**src/wnt_pkg.sv**
```systemverilog
package wnt_pkg;

    // Default sizes of the network.
    localparam int TOTAL_BITS_DEF  = 64;
    localparam int ADDR_BITS_DEF   = 4;
    localparam int RAM_COUNT_DEF   = 16;
    localparam int CLASS_COUNT_DEF = 8;
    localparam int COUNT_WIDTH_DEF = 16;

    // Fixed field widths of the ports.
    localparam int CMD_W       = 2;
    localparam int PATTERN_W   = 64;
    localparam int CLASS_W     = 3;
    localparam int SLOT_W      = 6;
    localparam int SRC_W       = 6;
    localparam int RSEL_W      = 4;
    localparam int RADDR_W     = 4;
    localparam int COUNT_OUT_W = 16;
    localparam int CFG_W       = 5;

    localparam logic [CFG_W-1:0] RAMS_RESET = 5'd16;

    typedef enum logic [CMD_W-1:0] {
        CMD_LOAD  = 2'd0,
        CMD_CLEAR = 2'd1,
        CMD_TRAIN = 2'd2,
        CMD_READ  = 2'd3
    } cmd_t;

    typedef enum logic [2:0] {
        ST_CLEAR,
        ST_IDLE,
        ST_TRAIN,
        ST_READ,
        ST_RDATA,
        ST_DONE
    } st_t;

    // Read and write strobes of one memory.
    typedef struct packed {
        logic rd_en;
        logic wr_en;
    } mem_ctl_t;

    // Result handed from the sequencer to the output register.
    typedef struct packed {
        logic                   push;
        logic                   read_valid;
        logic [COUNT_OUT_W-1:0] count;
    } res_t;

endpackage

```
**src/wnt_map_ram.sv**
```systemverilog
module wnt_map_ram
    import wnt_pkg::*;
#(
    parameter int RAM_COUNT = RAM_COUNT_DEF,
    parameter int ADDR_BITS = ADDR_BITS_DEF,
    localparam int ROW_W  = (RAM_COUNT > 1) ? $clog2(RAM_COUNT) : 1,
    localparam int LANE_W = (ADDR_BITS > 1) ? $clog2(ADDR_BITS) : 1
)
(
    input  logic                              clk,
    input  mem_ctl_t                          ctl,
    input  logic [ROW_W-1:0]                  wr_row,
    input  logic [LANE_W-1:0]                 wr_lane,
    input  logic [SRC_W-1:0]                  wr_data,
    input  logic [ROW_W-1:0]                  rd_row,
    output logic [ADDR_BITS-1:0][SRC_W-1:0]   rd_data
);

    // One row per RAM, one lane per address bit.
    logic [ADDR_BITS-1:0][SRC_W-1:0] mem [RAM_COUNT];

    // Single-lane write of one map entry.
    always_ff @(posedge clk)
    begin
        if (ctl.wr_en)
        begin
            mem[wr_row][wr_lane] <= wr_data;
        end
    end

    // Registered read of a whole row.
    always_ff @(posedge clk)
    begin
        if (ctl.rd_en)
        begin
            rd_data <= mem[rd_row];
        end
    end

endmodule

```
**config.mk**
```make
export PLATFORM = sky130hd
export DESIGN_NAME = wnt_map_ram
export DESIGN_NICKNAME = d
export VERILOG_FILES = /design/src/wnt_pkg.sv /design/src/wnt_map_ram.sv
export SDC_FILE = /design/constraint.sdc
export NUM_CORES = 1
export LEC_CHECK = 0
export ABC_AREA = 1
export BUFFER_PORTS_ARGS = -buffer_cell sky130_fd_sc_hd__clkbuf_2
export CAP_MARGIN = 10
export CORE_MARGIN = 5
export CORE_UTILIZATION = 55
export CTS_CLUSTER_SIZE = 40
export DETAILED_ROUTE_END_ITERATION = 12
export GPL_TIMING_DRIVEN = 0
export HOLD_SLACK_MARGIN = 0.02
export PLACE_DENSITY = 0.81
export SLEW_MARGIN = 20
export SYNTH_ARGS = -nofsm -noshare
export SYNTH_HDL_FRONTEND = slang
export SYNTH_SLANG_ARGS = --single-unit
```
**constraint.sdc**
```tcl
create_clock -name clk -period 1.2 [get_ports clk]
set_input_delay 0 -clock clk [delete_from_list [all_inputs] [get_ports clk]]
set_output_delay 0 -clock clk [all_outputs]
set_load 0.02 [all_outputs]
```
=== After elaboration in Yosys (flattened, before gate mapping) ===
Memory sizes are Yosys's and may differ from the RTL's. A register that Yosys moved wholly into a read port is not among the register bits.
Cells that the tools add are included.

* Register bits: 0
* Bits in latches: 0
* Memory bits (writable): 384
* Bits in read-only memories: 0
* Input port bits: 19
* Output and inout port bits: 24
* Word-level logic and storage cells: 8
* Memories: 1

* Add/sub/neg operators: 0
* Multiply operators: 0
* Divide/modulo/power cells: 0
* $lt $le $gt $ge: 2
* Equal/unequal tests: 0
* Shift-type cells: 0
* Mux-type cells: 4
* Bitwise operators: 0
* Reductions and logical operators: 1

{| class="wikitable"
|+ Memories
! memory !! words !! width !! rd ports !! clocked after memory_dff !! wr ports !! RTL line !! RTL
|-
| mem || 16 || 24 || 1 || 1 || 1 || wnt_map_ram.sv:20 || <nowiki>logic [ADDR_BITS-1:0][SRC_W-1:0] mem [RAM_COUNT];</nowiki>
|}

{| class="wikitable"
|+ Operator list
! kind !! number
|-
| 24-bit 2-to-1 mux || 1
|-
| 6-bit demux with 2-bit select || 1
|-
| 6-bit 2-to-1 mux || 1
|-
| 2-bit by 3-bit < comparator with 1-bit output, second input constant || 1
|-
| 2-bit by 1-bit >= comparator with 1-bit output, second input constant || 1
|-
| 1-bit logical AND || 1
|-
| 1-bit 2-to-1 mux || 1
|}

=== Longest topological paths before layout ===
* Word-level depth: 5
* Gate-level depth with buffers: 9
* Depth with buffers taken out: 7

=== Least setup slack after synthesis ===
No wires, ideal clock.

* Path type: input -> register
* From: in wr_lane[0]
* To: mem mem[15][0] in the netlist's numbering (enable)
* Setup time: 350 ps
* Data arrival time: 772 ps
* Required time: 850 ps
* Setup slack: 79 ps
* Stages on the path: 4
* Buffers on the path: 1
* Cell sequence: inv_1 -> nand3_1 -> clkbuf_1 -> nor2_1

* Word-level cells in the longest chain between the ends: 5
* Elaborated cells on any way between the ends: 6
* Classes of those cells: 2 x order compare; 3 x mux; 1 x reduce/logical

{| class="wikitable"
|+ RTL lines
! what !! RTL line !! RTL
|-
| start, declared || wnt_map_ram.sv:13 || <nowiki>input logic [LANE_W-1:0] wr_lane,</nowiki>
|-
| 2-bit by 3-bit < comparator with 1-bit output (not written as such) or 2-bit by 1-bit >= comparator with 1-bit output (tied branches) || wnt_map_ram.sv:27 || <nowiki>mem[wr_row][wr_lane] <= wr_data;</nowiki>
|-
| 1-bit logical AND (not written as such) || wnt_map_ram.sv:27 ||
|-
| 6-bit 2-to-1 mux (not written as such) || wnt_map_ram.sv:27 ||
|-
| 6-bit demux with 2-bit select (*) || wnt_map_ram.sv:27 ||
|-
| 24-bit 2-to-1 mux (not written as such) (*) || wnt_map_ram.sv:27 ||
|-
| end, declared || wnt_map_ram.sv:20 ||
|}

Every way passes the cells marked *; elsewhere a longest branch is shown, timed or not.

==> metrics.txt <==
# TYPE chip_impl_metric gauge
chip_impl_metric{name="crit_path_max_fanout",unit=""} 10
chip_impl_info{name="status",value="finished, violations left"} 1
chip_impl_info{name="rsz_0062_raised_after_global_routing",value="yes"} 1
chip_impl_metric{name="postPlaceCellArea",unit="µm²"} 18200
chip_impl_metric{name="timing.final.setup_violations",unit=""} 50
chip_impl_metric{name="syn_inst",unit=""} 1674
chip_impl_metric{name="cts_num_sinks",unit=""} 408
chip_impl_metric{name="worst_pin_slew",unit="ns"} 0.886
chip_impl_metric{name="initialDrtViolationCount",unit=""} 1832
chip_impl_metric{name="min_period",unit="ns"} 1.26
chip_impl_info{name="r2r_start",value="mem[15][16]$_DFFE_PP_"} 1
chip_impl_info{name="worstSetupStartpointType",value="input pin"} 1
chip_impl_metric{name="postLayoutCellArea",unit="µm²"} 20000
chip_impl_info{name="synth_top_family_by_area",value="simple AND/OR/NAND/NOR gates"} 1
chip_impl_metric{name="gr-total-overflow",unit=""} 0
chip_impl_metric{name="synth_area",unit="µm²"} 17500
chip_impl_metric{name="fp.dieArea",unit="µm²"} 35400
chip_impl_metric{name="wire_per_inst",unit="µm"} 20.9
chip_impl_metric{name="leakage_power_of_the_design",unit="nW"} 8.44
chip_impl_info{name="mostFrequentLayoutCells",value="513 x sky130_fd_sc_hd__nand2_1, 408 x sky130_fd_sc_hd__edfxtp_1, 297 x sky130_fd_sc_hd__inv_1, 225 x sky130_fd_sc_hd__nand3_1, 59 x sky130_fd_sc_hd__nand3_2"} 1
chip_impl_metric{name="syn_area_per_cell",unit="µm²"} 10.4
chip_impl_metric{name="sequential_cell_area",unit="µm²"} 12300
chip_impl_metric{name="instances_no_fill",unit=""} 2189
chip_impl_metric{name="final.setup.worst_slack",unit="ns"} -0.0642
chip_impl_metric{name="antenna_found_initial",unit=""} 0
chip_impl_metric{name="viasPerCell",unit=""} 5.67
chip_impl_metric{name="slew_violations",unit=""} 0
chip_impl_metric{name="antenna_cells",unit=""} 0
chip_impl_metric{name="hold_viol",unit=""} 0
chip_impl_metric{name="synth-compound-area-share",unit="%"} 0
chip_impl_metric{name="vias",unit=""} 12400
chip_impl_metric{name="ctsHtreeMaxLevel",unit=""} 2
chip_impl_metric{name="floorplan.rows",unit=""} 65
chip_impl_metric{name="share_of_layout_cells_above_drive_strength_1",unit="%"} 15.9
chip_impl_metric{name="worst-endpoint-required",unit="ns"} 1.47
chip_impl_info{name="clockRootBuffer",value="sky130_fd_sc_hd__clkbuf_16"} 1
chip_impl_metric{name="multiInputGateArea",unit="µm²"} 4240
chip_impl_info{name="worst_hold_path_type",value="in2reg"} 1
chip_impl_metric{name="power.density_cell_area",unit="nW/µm²"} 1490
chip_impl_metric{name="cts_setup_buffers",unit=""} 0
chip_impl_metric{name="clockBufferDepth",unit=""} 3
chip_impl_metric{name="synthAdderAreaFrac",unit="%"} 0
chip_impl_metric{name="grt_first_pass_wirelength",unit="µm"} 67400
chip_impl_info{name="layout_commonest_cell",value="sky130_fd_sc_hd__nand2_1"} 1
chip_impl_metric{name="floorplan.die.height",unit="µm"} 188
chip_impl_metric{name="fin_nets",unit=""} 1780
chip_impl_metric{name="tritoncts.num_buffers",unit=""} 41
chip_impl_metric{name="postRouteAntennaNets",unit=""} 0
chip_impl_metric{name="cts.clk_slew.worst_paths",unit="ns"} 0.06
chip_impl_metric{name="synth_nets",unit=""} 1693
chip_impl_metric{name="drcViolationCount",unit=""} 0
chip_impl_metric{name="post_synth_mux_area_share",unit="%"} 0
chip_impl_metric{name="synth_seq_cells",unit=""} 408
chip_impl_metric{name="placed_cells",unit=""} 2118
chip_impl_metric{name="post_detailed_placement_half_perimeter_wirelength",unit="µm"} 29100
chip_impl_metric{name="timing.slew.headroom",unit="%"} 40.9
chip_impl_metric{name="final_min_period_over_clock_period",unit="%"} 105
chip_impl_metric{name="grt_pass1_vias",unit=""} 11900
chip_impl_metric{name="worstPathArrival",unit="ns"} 1.54
chip_impl_metric{name="clock_skew",unit="ns"} 0.00638
chip_impl_info{name="cts_tree",value="yes"} 1
chip_impl_info{name="cp-startpoint",value="rd_row[2]"} 1
chip_impl_metric{name="simple_gate_area_share_of_the_yosys_netlist",unit="%"} 21.1
chip_impl_metric{name="grt_max_degree",unit=""} 65
chip_impl_metric{name="groute.usage.overall",unit="%"} 25.0
chip_impl_metric{name="synth-xor-area-share",unit="%"} 0
chip_impl_metric{name="power.ir.vdd_worst",unit="mV"} 1.44
chip_impl_metric{name="clock_latency",unit="ns"} 0.52
chip_impl_metric{name="yosysWarnings",unit=""} 0
chip_impl_metric{name="gpl.final_weighted_congestion",unit=""} 0.960
chip_impl_metric{name="drv.max_cap_violation_count",unit=""} 0
chip_impl_metric{name="initial_utilization",unit="%"} 55.5
chip_impl_metric{name="synth_to_layout_area_growth",unit="%"} 14.7
chip_impl_info{name="worstHoldStart",value="rd_row[3]"} 1
chip_impl_metric{name="seq_area_frac_synth",unit="%"} 70.1
chip_impl_info{name="violations",value="setup timing"} 1
chip_impl_metric{name="max_clock_freq",unit="GHz"} 0.791
chip_impl_metric{name="tns",unit="ns"} -0.982
chip_impl_metric{name="nFillCells",unit=""} 2229
chip_impl_metric{name="die_x",unit="µm"} 188
chip_impl_metric{name="netlist-cell-type-count",unit=""} 10
chip_impl_metric{name="drt_pass1_iterations",unit=""} 8
chip_impl_metric{name="numPortBuffers",unit=""} 40
chip_impl_info{name="timing.setup.critical_path_class",value="in2reg"} 1
chip_impl_metric{name="coreArea",unit="µm²"} 31500
chip_impl_metric{name="drt-total-wl",unit="µm"} 45700
chip_impl_metric{name="whs",unit="ns"} 0.162
chip_impl_metric{name="num_io_pins",unit=""} 43
chip_impl_info{name="timing.critical_path.to_type",value="flip-flop"} 1
## flip-flops by register name, summed over array words and instances (netlist names)
signal   count
rd_data     24
mem        384
## final timing paths
check	to	slack [ns]	depth (start not counted)
max	rd_data[11]$_DFFE_PP_	-0.06	6
min	rd_data[1]$_DFFE_PP_	0.16	3
max reg2reg	rd_data[16]$_DFFE_PP_	-0.05	6
min reg2reg	rd_data[9]$_DFFE_PP_	0.75	6
## layout make-up
| cell class | instances | share of cell area (%) |
|---|---|---|
| Sequential cell | 408 | 61.1 |
| Multi-Input combinational cell | 884 | 21.2 |
| Inverter | 300 | 5.62 |
| Clock buffer | 50 | 5.29 |
| Tap cell | 402 | 2.51 |
| Buffer | 82 | 2.18 |
| Timing Repair Buffer | 44 | 1.37 |
| Clock inverter | 19 | 0.737 |
## through the flow
| stage | worst slack (ns) | total power, mW | util (%) |
|---|---|---|---|
| global placement | -0.829 | 18.1 | 57.8 |
| finish | -0.0642 | 29.9 | 63.7 |
| CTS | -0.0899 | 29.7 | 62.6 |
| global route | -0.0806 | 30.7 | 63.7 |
| floorplan | 0.0787 | 17.2 | - |
| detailed placement | -0.843 | 18.2 | 57.9 |
## cells in the mapped netlist, drive strengths merged
cell type,count,area (µm²)
nand2,522,1960
edfxtp,408,12300
inv,300,1130
nand3,292,1460
nor2,70,263
buf,66,355
clkbuf,16,60.1
## cell families (layout without fill, tap and decap cells)
group / count (synthesis) / after routing
buffers and inverters: 382 / 495
flip-flops: 408 / 408
AND/OR/NAND/NOR: 884 / 884
## repair_timing
action,CTS,global route
endpoints found under the setup margin,243,280
hold buffers,2,0
resized for setup,67,85
pin swaps,13,24
endpoints found under the hold margin,40,0
## routing by layer
layer / share of wire (%) / routed length [µm] / track usage (%)
met3: 12 / 5520 / 5.43
met1: 35 / 16000 / 31.6
met5: 0 / 0 / 0
met4: 5.2 / 2380 / 10.6
met2: 48 / 21800 / 42.0
## worst max-delay path: stages
cell                       delay (ns)
sky130_fd_sc_hd__clkbuf_2        0.17
sky130_fd_sc_hd__buf_2           0.37
sky130_fd_sc_hd__buf_1           0.52
sky130_fd_sc_hd__nand3_1         0.23
sky130_fd_sc_hd__nand3_4         0.17
sky130_fd_sc_hd__nand2_2         0.07
## power by group
| group | switching (mW) | total [mW] | internal [mW] |
|---|---|---|---|
| registers | 0.0389 | 15.9 | 15.9 |
| clock network | 5.09 | 11.8 | 6.69 |
| logic | 1.65 | 2.21 | 0.552 |
| total | 6.78 | 29.9 | 23.1 |
(Power assumes the default switching activity.)
