File: config.mk
export PLATFORM = sky130hd
export DESIGN_NAME = wnt_seq
export DESIGN_NICKNAME = d
export VERILOG_FILES = /design/src/wnt_pkg.sv /design/src/wnt_seq.sv
export SDC_FILE = /design/constraint.sdc
export NUM_CORES = 1
export LEC_CHECK = 0
export BUFFER_PORTS_ARGS = -buffer_cell sky130_fd_sc_hd__buf_2
export CAP_MARGIN = 20
export CORE_ASPECT_RATIO = 1.4
export CORE_MARGIN = 10
export CORE_UTILIZATION = 57
export DETAILED_ROUTE_END_ITERATION = 16
export HOLD_SLACK_MARGIN = 0.03
export PLACE_DENSITY = 0.86
export SLEW_MARGIN = 25
export SYNTH_ARGS = -nofsm -noshare
export SYNTH_HDL_FRONTEND = slang
export SYNTH_SLANG_ARGS = --single-unit
File: constraint.sdc
create_clock -name clk -period 6.2 [get_ports clk]
set_clock_uncertainty 0.2 [all_clocks]
set_input_delay 1.24 -clock clk [delete_from_list [all_inputs] [get_ports clk]]
set_output_delay 1.24 -clock clk [all_outputs]
set_load 0.1 [all_outputs]
File: src/wnt_pkg.sv
package wnt_pkg;

    // Default sizes of the network.
    localparam int TOTAL_BITS_DEF  = 64;
    localparam int ADDR_BITS_DEF   = 4;
    localparam int RAM_COUNT_DEF   = 16;
    localparam int CLASS_COUNT_DEF = 8;
    localparam int COUNT_WIDTH_DEF = 16;

    // Fixed field widths of the ports.
    localparam int CMD_W       = 2;
    localparam int PATTERN_W   = 64;
    localparam int CLASS_W     = 3;
    localparam int SLOT_W      = 6;
    localparam int SRC_W       = 6;
    localparam int RSEL_W      = 4;
    localparam int RADDR_W     = 4;
    localparam int COUNT_OUT_W = 16;
    localparam int CFG_W       = 5;

    localparam logic [CFG_W-1:0] RAMS_RESET = 5'd16;

    typedef enum logic [CMD_W-1:0] {
        CMD_LOAD  = 2'd0,
        CMD_CLEAR = 2'd1,
        CMD_TRAIN = 2'd2,
        CMD_READ  = 2'd3
    } cmd_t;

    typedef enum logic [2:0] {
        ST_CLEAR,
        ST_IDLE,
        ST_TRAIN,
        ST_READ,
        ST_RDATA,
        ST_DONE
    } st_t;

    // Read and write strobes of one memory.
    typedef struct packed {
        logic rd_en;
        logic wr_en;
    } mem_ctl_t;

    // Result handed from the sequencer to the output register.
    typedef struct packed {
        logic                   push;
        logic                   read_valid;
        logic [COUNT_OUT_W-1:0] count;
    } res_t;

endpackage

File: src/wnt_seq.sv
module wnt_seq
    import wnt_pkg::*;
#(
    parameter int TOTAL_BITS  = TOTAL_BITS_DEF,
    parameter int ADDR_BITS   = ADDR_BITS_DEF,
    parameter int RAM_COUNT   = RAM_COUNT_DEF,
    parameter int CLASS_COUNT = CLASS_COUNT_DEF,
    parameter int COUNT_WIDTH = COUNT_WIDTH_DEF,
    localparam int RAM_SIZE  = 1 << ADDR_BITS,
    localparam int MAP_DEPTH = RAM_COUNT * ADDR_BITS,
    localparam int CNT_DEPTH = CLASS_COUNT * RAM_COUNT * RAM_SIZE,
    localparam int CIDX_W    = $clog2(CNT_DEPTH),
    localparam int ROW_W     = (RAM_COUNT > 1) ? $clog2(RAM_COUNT) : 1,
    localparam int LANE_W    = (ADDR_BITS > 1) ? $clog2(ADDR_BITS) : 1,
    localparam int RCNT_W    = $clog2(RAM_COUNT + 1)
)
(
    input  logic                              clk,
    input  logic                              rst_n,
    input  logic                              in_valid,
    output logic                              in_stall,
    input  logic [CMD_W-1:0]                  command,
    input  logic [PATTERN_W-1:0]              pattern,
    input  logic [CLASS_W-1:0]                class_index,
    input  logic [SLOT_W-1:0]                 map_slot,
    input  logic [SRC_W-1:0]                  source_bit,
    input  logic [RSEL_W-1:0]                 ram_select,
    input  logic [RADDR_W-1:0]                ram_address,
    input  logic [CFG_W-1:0]                  rams_in_use,
    input  logic                              out_free,
    output res_t                              res,
    output mem_ctl_t                          map_ctl,
    output logic [ROW_W-1:0]                  map_wr_row,
    output logic [LANE_W-1:0]                 map_wr_lane,
    output logic [SRC_W-1:0]                  map_wr_data,
    output logic [ROW_W-1:0]                  map_rd_row,
    input  logic [ADDR_BITS-1:0][SRC_W-1:0]   map_rd_data,
    output mem_ctl_t                          cnt_ctl,
    output logic [CIDX_W-1:0]                 cnt_wr_idx,
    output logic [COUNT_WIDTH-1:0]            cnt_wr_data,
    output logic [CIDX_W-1:0]                 cnt_rd_idx,
    input  logic [COUNT_WIDTH-1:0]            cnt_rd_data
);

    st_t                    state_reg, state_next;
    logic                   clr_cmd_reg, clr_cmd_next;
    logic [CIDX_W-1:0]      clr_idx_reg, clr_idx_next;
    logic [RCNT_W-1:0]      ram_cnt_reg, ram_cnt_next;
    logic [RCNT_W-1:0]      limit_reg, limit_next;
    logic                   p1_valid_reg, p1_valid_next;
    logic                   p2_valid_reg, p2_valid_next;
    logic [ROW_W-1:0]       p1_ram_reg;
    logic [CIDX_W-1:0]      p2_idx_reg;
    cmd_t                   cmd_reg;
    logic [PATTERN_W-1:0]   pattern_reg;
    logic [CLASS_W-1:0]     cls_reg;
    logic [RSEL_W-1:0]      rsel_reg;
    logic [RADDR_W-1:0]     raddr_reg;
    logic                   rd_ok_reg;
    logic [COUNT_OUT_W-1:0] res_count_reg, res_count_next;

    logic                   accept;
    cmd_t                   in_cmd;
    logic                   cls_ok;
    logic                   slot_ok;
    logic                   rd_ok;
    logic [ROW_W-1:0]       slot_row;
    logic [LANE_W-1:0]      slot_lane;
    logic [ADDR_BITS-1:0]   ram_addr;
    logic [CIDX_W-1:0]      train_idx;
    logic [CIDX_W-1:0]      read_idx;
    logic [COUNT_WIDTH-1:0] cnt_inc;
    logic [31:0]            cnt_wide;
    logic                   train_done;

    // Flat counter index of class c, RAM r, address a.
    function automatic logic [CIDX_W-1:0] cnt_index(
        input logic [CLASS_W-1:0]   c,
        input logic [ROW_W-1:0]     r,
        input logic [ADDR_BITS-1:0] a
    );
        logic [CIDX_W-1:0] row;
        row = CIDX_W'(c) * CIDX_W'(RAM_COUNT) + CIDX_W'(r);
        return CIDX_W'(row << ADDR_BITS) + CIDX_W'(a);
    endfunction

    // Input handshake: one transaction at a time.
    assign accept   = in_valid && (state_reg == ST_IDLE);
    assign in_stall = (state_reg != ST_IDLE);
    assign in_cmd   = cmd_t'(command);

    // Range checks on the incoming fields.
    assign cls_ok  = 32'(class_index) < CLASS_COUNT;
    assign slot_ok = 32'(map_slot) < MAP_DEPTH;
    assign rd_ok   = cls_ok && (32'(ram_select) < RAM_COUNT)
                     && (32'(ram_address) < RAM_SIZE);

    // Split a map slot into RAM row and address-bit lane.
    always_comb
    begin
        slot_row  = '0;
        slot_lane = '0;
        for (int m = 0; m < RAM_COUNT; m++)
        begin
            if ((32'(map_slot) >= m * ADDR_BITS) && (32'(map_slot) < (m + 1) * ADDR_BITS))
            begin
                slot_row  = ROW_W'(m);
                slot_lane = LANE_W'(32'(map_slot) - m * ADDR_BITS);
            end
        end
    end

    // RAM address from the mapped pattern bits; the first lane is the MSB.
    always_comb
    begin
        ram_addr = '0;
        for (int n = 0; n < ADDR_BITS; n++)
        begin
            ram_addr[ADDR_BITS-1-n] = (32'(map_rd_data[n]) < TOTAL_BITS)
                                      && pattern_reg[map_rd_data[n]];
        end
    end

    assign train_idx = cnt_index(cls_reg, p1_ram_reg, ram_addr);
    assign read_idx  = cnt_index(cls_reg, ROW_W'(rsel_reg), ADDR_BITS'(raddr_reg));

    // Saturating increment of the counter read back.
    assign cnt_inc  = (cnt_rd_data == '1) ? cnt_rd_data : cnt_rd_data + COUNT_WIDTH'(1);
    assign cnt_wide = 32'(cnt_rd_data);

    assign train_done = (ram_cnt_reg == limit_reg) && !p1_valid_reg && !p2_valid_reg;

    // Next state.
    always_comb
    begin
        state_next = state_reg;
        case (state_reg)
            ST_CLEAR:
            begin
                if (clr_idx_reg == CIDX_W'(CNT_DEPTH - 1))
                begin
                    state_next = clr_cmd_reg ? ST_DONE : ST_IDLE;
                end
            end
            ST_IDLE:
            begin
                if (accept)
                begin
                    case (in_cmd)
                        CMD_LOAD:  state_next = ST_DONE;
                        CMD_CLEAR: state_next = ST_CLEAR;
                        CMD_TRAIN: state_next = ST_TRAIN;
                        CMD_READ:  state_next = ST_READ;
                        default:   state_next = ST_DONE;
                    endcase
                end
            end
            ST_TRAIN:
            begin
                if (train_done)
                begin
                    state_next = ST_DONE;
                end
            end
            ST_READ:  state_next = ST_RDATA;
            ST_RDATA: state_next = ST_DONE;
            ST_DONE:
            begin
                if (out_free)
                begin
                    state_next = ST_IDLE;
                end
            end
            default:  state_next = ST_IDLE;
        endcase
    end

    // Memory strobes, pipeline and result.
    always_comb
    begin
        map_ctl        = '0;
        map_wr_row     = slot_row;
        map_wr_lane    = slot_lane;
        map_wr_data    = source_bit;
        map_rd_row     = ram_cnt_reg[ROW_W-1:0];
        cnt_ctl        = '0;
        cnt_wr_idx     = p2_idx_reg;
        cnt_wr_data    = cnt_inc;
        cnt_rd_idx     = train_idx;
        res_count_next = res_count_reg;

        // Map load happens on the accepting edge.
        map_ctl.wr_en = accept && (in_cmd == CMD_LOAD) && slot_ok;

        // Stage 0: read the map row of the next RAM.
        map_ctl.rd_en = (state_reg == ST_TRAIN) && (ram_cnt_reg != limit_reg);
        p1_valid_next = map_ctl.rd_en;
        p2_valid_next = p1_valid_reg;
        ram_cnt_next  = accept ? '0 : ram_cnt_reg + RCNT_W'(map_ctl.rd_en);

        // Stage 1: read the addressed counter; a read command uses the same port.
        if (p1_valid_reg)
        begin
            cnt_ctl.rd_en = 1'b1;
        end
        else if (state_reg == ST_READ)
        begin
            cnt_ctl.rd_en = rd_ok_reg;
            cnt_rd_idx    = read_idx;
        end

        // Stage 2: write back, or sweep zeros while clearing.
        if (state_reg == ST_CLEAR)
        begin
            cnt_ctl.wr_en = 1'b1;
            cnt_wr_idx    = clr_idx_reg;
            cnt_wr_data   = '0;
        end
        else if (p2_valid_reg)
        begin
            cnt_ctl.wr_en = 1'b1;
        end

        clr_idx_next = (state_reg == ST_CLEAR) ? clr_idx_reg + CIDX_W'(1) : '0;
        clr_cmd_next = accept ? 1'b1 : clr_cmd_reg;

        // Training limit, zero for a class out of range, else rams_in_use capped at RAM_COUNT.
        if (!cls_ok)
        begin
            limit_next = '0;
        end
        else if (32'(rams_in_use) > RAM_COUNT)
        begin
            limit_next = RCNT_W'(RAM_COUNT);
        end
        else
        begin
            limit_next = RCNT_W'(rams_in_use);
        end

        if (accept)
        begin
            res_count_next = '0;
        end
        else if (state_reg == ST_RDATA)
        begin
            res_count_next = rd_ok_reg ? cnt_wide[COUNT_OUT_W-1:0] : '0;
        end

        res.push       = (state_reg == ST_DONE) && out_free;
        res.read_valid = (cmd_reg == CMD_READ);
        res.count      = res_count_reg;
    end

    // Control registers.
    always_ff @(posedge clk or negedge rst_n)
    begin
        if (!rst_n)
        begin
            state_reg    <= ST_CLEAR;
            clr_cmd_reg  <= 1'b0;
            clr_idx_reg  <= '0;
            ram_cnt_reg  <= '0;
            p1_valid_reg <= 1'b0;
            p2_valid_reg <= 1'b0;
        end
        else
        begin
            state_reg    <= state_next;
            clr_cmd_reg  <= clr_cmd_next;
            clr_idx_reg  <= clr_idx_next;
            ram_cnt_reg  <= ram_cnt_next;
            p1_valid_reg <= p1_valid_next;
            p2_valid_reg <= p2_valid_next;
        end
    end

    // Payload registers.
    always_ff @(posedge clk)
    begin
        if (accept)
        begin
            cmd_reg     <= in_cmd;
            pattern_reg <= pattern;
            cls_reg     <= class_index;
            rsel_reg    <= ram_select;
            raddr_reg   <= ram_address;
            rd_ok_reg   <= rd_ok;
            limit_reg   <= limit_next;
        end
        p1_ram_reg    <= ram_cnt_reg[ROW_W-1:0];
        p2_idx_reg    <= train_idx;
        res_count_reg <= res_count_next;
    end

endmodule

==> Yosys cells after proc, flatten, opt, wreduce, memory -nomap -nowiden <==
Cells that the tools add are included.
{ "totals": {"regBits": 135, "latchBits": 0, "ramBits": 0, "mem_bits_ro": 0, "inputBits": 138, "out_inout_bits": 77, "wordCells": 172, "n_memories": 0} }
{ "op_classes": {"addsub": 22, "mul": 0, "div": 0, "magnitude_cmp": 35, "n_eq_ne": 18, "shifts": 0, "mux": 57, "bitwise": 0, "reduce_logical": 25} }
{ "ops": {"columns": ["operator", "count"], "rows": [
  ["6-bit >= comparator, second input constant", 8],
  ["6-bit < comparator, second input constant", 8],
  ["11-bit 2-to-1 mux", 4],
  ["2-bit 2-to-1 mux", 18],
  ["16-bit 2-to-1 mux", 2],
  ["4-bit 2-to-1 mux", 8],
  ["2-bit by 1-bit subtractor with 2-bit output, second input constant", 15],
  ["6-bit by 7-bit < comparator with 1-bit output, second input constant", 4],
  ["3-bit 2-to-1 mux", 9],
  ["1-bit binary-select mux with 6-bit select", 4],
  ["6-bit by 5-bit >= comparator with 1-bit output, second input constant", 4],
  ["6-bit by 5-bit < comparator with 1-bit output, second input constant", 4],
  ["11-bit by 4-bit adder with 11-bit output", 2],
  ["1-bit logical AND", 20],
  ["3-bit one-hot mux with 6 select lines", 1],
  ["16-bit by 1-bit adder with 16-bit output, second input constant", 1],
  ["16-bit equality test, second input constant", 1],
  ["7-bit by 4-bit adder with 7-bit output", 2],
  ["6-bit by 4-bit >= comparator with 1-bit output, second input constant", 2],
  ["6-bit by 4-bit < comparator with 1-bit output, second input constant", 2],
  ["3-bit one-hot mux with 4 select lines", 1],
  ["11-bit by 1-bit adder with 11-bit output, second input constant", 1],
  ["11-bit equality test, second input constant", 1],
  ["1-bit 2-to-1 mux", 9],
  ["other kinds (18)", 26]
]} }

==> Longest topological paths before layout <==
{ "depth": {"word_depth": 17, "depth_mapped": 9, "ltp_nobuf": 9} }

==> Worst setup path before layout <==
OpenSTA, ideal clock, no wires.
{ "synth_path": {"kind": "input-to-output", "startpoint": "input port map_rd_data[2] (netlist name)", "endpoint": "output port cnt_rd_idx[3]", "t_arrival_ps": 4685, "required_time_ps": 4760, "setup_slack_ps": 75, "stages": 8, "n_path_buf": 3, "path_cell_list": "buf_6 -> buf_12 -> buf_12 -> mux2i_1 -> a2111oi_2 -> o2bb2ai_1 -> nor4_1 -> a311oi_1"} }
{ "synth_between": {"elab_chain_cells": 5} }
{ "synth_lines": {"columns": ["item", "line", "rtl"], "rows": [
  ["start, declared", "wnt_seq.sv:37", "input logic [ADDR_BITS-1:0][SRC_W-1:0] map_rd_data,"],
  ["1-bit binary-select mux with 6-bit select *", "wnt_seq.sv:120", "&& pattern_reg[map_rd_data[n]];"],
  ["1-bit 2-to-1 mux (not written as such) *", "wnt_seq.sv:120", null],
  ["11-bit by 4-bit adder with 11-bit output *", "wnt_seq.sv:84", "return CIDX_W'(row << ADDR_BITS) + CIDX_W'(a);"],
  ["11-bit 2-to-1 mux", "wnt_seq.sv:206", "else if (state_reg == ST_READ)"],
  ["11-bit 2-to-1 mux *", "wnt_seq.sv:202", "if (p1_valid_reg)"],
  ["end, declared", "wnt_seq.sv:41", "output logic [CIDX_W-1:0] cnt_rd_idx,"]
]} }
Every way passes the cells marked *; elsewhere a longest branch is shown, timed or not. The select of a mux whose other input is x is not followed.

==> Worst setup path after layout <==
{ "layout_path": {"startpoint": "input port map_rd_data[8] (netlist name)", "endpoint": "output port cnt_rd_idx[2]"} }
Same word-level chain as after synthesis.

==> results.md <==
- Sw Ratio: 0.507
- WHS: 0.152 ns
- Async SR Flop Fraction: 0.163
- Placed cell areas: 0.00864 mm2
- Syn Nets: 829
- Design area: 0.00922 mm2
- Routed WL per cell: 21.2 um
- Fillers: 1009
- 1st-pass router iterations: 5
- R2r setup slk: 3.26 ns
- FF-to-FF Start: state_reg[0]$_DFFE_PN0P_
- Area of the multi-input gates: 0.00376 mm2
- Status: completed
- Core Region: 0.0135 mm2
- Rows: 50
- Required time of the critical path: 4.76 ns
- Post-CTS Hold Buffers: 0
- P&R area growth vs syn: 17.1%
- Register area: 0.00363 mm2
- Post-layout nets: 984
- DIE AREA: 0.0190 mm2
- Crit Path Class: in -> out
- CP max-delay cell: buf_2
- Crit path time final: 5.14 ns
- Synthesized cell area: 0.00787 mm2
- Starting Density: 0.585
- Pins Over Slew Limit: 0
- Share of the synthesized area in the top cell type: 0.313
- Initial antenna violation count: 4
- CTS tree: built
- Sw power: 0.00227 W
- Pre-CTS setup slack: 1.11 ns
- CP cell instances: buf_2 -> mux2_1 -> o22ai_1 -> a2111oi_0 -> a22o_1 -> nor4_1 -> a311oi_1 -> buf_2
- Ranking of synthesized cells by area: edfxtp_1 (31%), mux4_1 (9.3%), dfxtp_1 (7.9%), dfrtp_1 (7.0%), mux2i_1 (5.7%)
- Min-delay src: p1_ram_reg[2]$_DFF_P_
- DRT iter0 DRCs: 500
- Commonest cells in the netlist: nand2_1 (106), edfxtp_1 (82), mux2i_1 (45), nor2_1 (35), dfxtp_1 (31)
- Clock Power Share: 0.215
- Syn_area_per_cell: 11.5 um2
- Die height: 159 um
- Count leader, synth: nand2_1
- Dominant cell type by area after synthesis: edfxtp_1
- Post-CTS setup buffers: 0
- Startpoint Class: primary input
- IO Pins: 215
- PD cells: 487 mW/mm2
- Least-Margin Pin Slew: 0.973 ns
- Worst path arrival time: 3.70 ns
- Global-route wire length before repair: 34300 um
- CTS Sinks: 135
- Fraction of layout cells with a size suffix above 1: 0.290
- Setup ws final: 1.06 ns
- Combinational Power Share: 0.472
- Sequential area share after synthesis: 0.462
- Antenna Violating Nets Remaining: 0
- Synth Register Bits: 135
- # resized after CTS: 0
- CP most frequent cell: buf_2
- Final wirelength: 22000 um
- Slew headroom: 0.351
- Yosys warning total: 0
- Synth cell types: 54
- DRC: 0
- CTS Buffer Depth: 2
- VDD IR-drop max: 0.483 mV
- Cells after Synth: 684
- Vias in the first global route: 6386
- Pint: 0.00221 W
- Final hold vios: 0
- Root buf cell: clkbuf_16
- Total CTS buffers: 17
- Number of synthesized flops with an enable pin: 82
- Flop pwr share: 0.314
- Setup TNS: 0 ns
- Hold path endpoint: p2_idx_reg[6]$_DFF_P_
- Largest register FFs: 64
- Power after layout: 0.00449 W
- Worst min path class: reg -> reg
- Endpoints failing setup: 0
- Port Buf Inserts: 190
- Max FO, Critical Path: 25
- H-Tree Level Count: 4
- Largest net degree at the start of global routing: 82
- Max-Cap Viols: 0
- Crit. End Element: primary output
- Max Clk Rate: 194 MHz
- Gpl congestion: 0.971
- Fin crit share: 0.830
- Reg2Reg Depth: 4
- Clk_lat worst skew: 0.43 ns
- WHS Path Cells: 0
- Unrepaired setup endpoints after global routing: no
- DR vias: 6284
- DP HPWL: 16200 um
- Slowest stage delay, CP: 0.54 ns
- R2r endpoint: pattern_reg[3]$_DFFE_PP_
- Total GRT Usage: 0.229
- Synth Flop Type: edfxtp_1
- Clk slew on worst S/H paths: 0.06 ns
- Die X: 119 um
- Vias/cell: 6.06
- Static Leak: 3.87 nW
- GRT overflow: 0
cell type report:
type,instances,area share
antenna,3,0.000814
clock inverter,11,0.00936
inverter,11,0.00448
timing repair buffer,193,0.106
clock buffer,21,0.0535
sequential,135,0.394
multi-input combinational,481,0.408
tap,182,0.0247
layout by cell type, fill, tap and decap left out, types with 12 or more instances in the layout:
cell,count
mux4_1,28
mux2_1,23
mux2i_1,45
nand2_1,106
o21ai_0,15
dfrtp_1,22
edfxtp_1,82
dfxtp_1,31
o211ai_1,12
nor2b_1,24
clkbuf_16,19
nor2_1,35
nand3_1,15
a21oi_1,30
buf_2,190
through the flow:
stage | std cells | util
after floorplan | 684 | -
after global placement | 1002 | 0.642
after detailed placement | 1002 | 0.642
after CTS | 1034 | 0.685
after global routing | 1036 | 0.685
final | 1037 | 0.686
worst max path at each step:
stage | from | end | slack (ns) | depth (start not counted)
floorplan | map_rd_data[2] | cnt_rd_idx[3] | 0.07 | 8
global placement | map_rd_data[20] | cnt_rd_idx[0] | 1.13 | 8
detailed placement | map_rd_data[20] | cnt_rd_idx[0] | 1.11 | 8
CTS | map_rd_data[20] | cnt_rd_idx[0] | 1.09 | 8
global route | map_rd_data[20] | cnt_rd_idx[0] | 0.97 | 8
finish | map_rd_data[8] | cnt_rd_idx[2] | 1.06 | 8
cell families (layout without fill, tap and decap cells):
| group | count (synthesis) | in the layout | share of synthesized area |
|---|---|---|---|
| xor gates and xnor gates | 21 | 21 | 0.0234 |
| muxes | 105 | 105 | 0.202 |
| and+or+nand+nor | 232 | 232 | 0.139 |
| adders and majority gates | 7 | 7 | 0.0111 |
| AOI/OAI and AO/OA | 116 | 116 | 0.101 |
| buffers and inverters | 68 | 236 | 0.0618 |
| DFF | 135 | 135 | 0.462 |
| other | 0 | 3 | 0 |
per-layer routing:
layer | wire, um | track usage
met3 | 1890 | 0.0752
met5 | 18 | 0
met4 | 1040 | 0.136
met1 | 8070 | 0.255
met2 | 11000 | 0.373
critical path: cells and delay by family:
kind / cells / cell delay [ns]
multiplexers: 1 / 0.24
AND/OR/NAND/NOR: 1 / 0.05
buffers and inverters: 2 / 1.03
AO/OA/AOI/OAI: 4 / 1.11
power by group through the flow:
stage               Combinational, W  Sequential [W]  Clock, W
floorplan                    0.00148         0.00168         0
global route                 0.00222         0.00143   0.00103
CTS                          0.00212         0.00140  0.000979
global placement             0.00209         0.00140         0
detailed placement           0.00212         0.00141         0
finish                       0.00212         0.00141  0.000963
No activity file was read; power rests on OpenSTA's default activity.
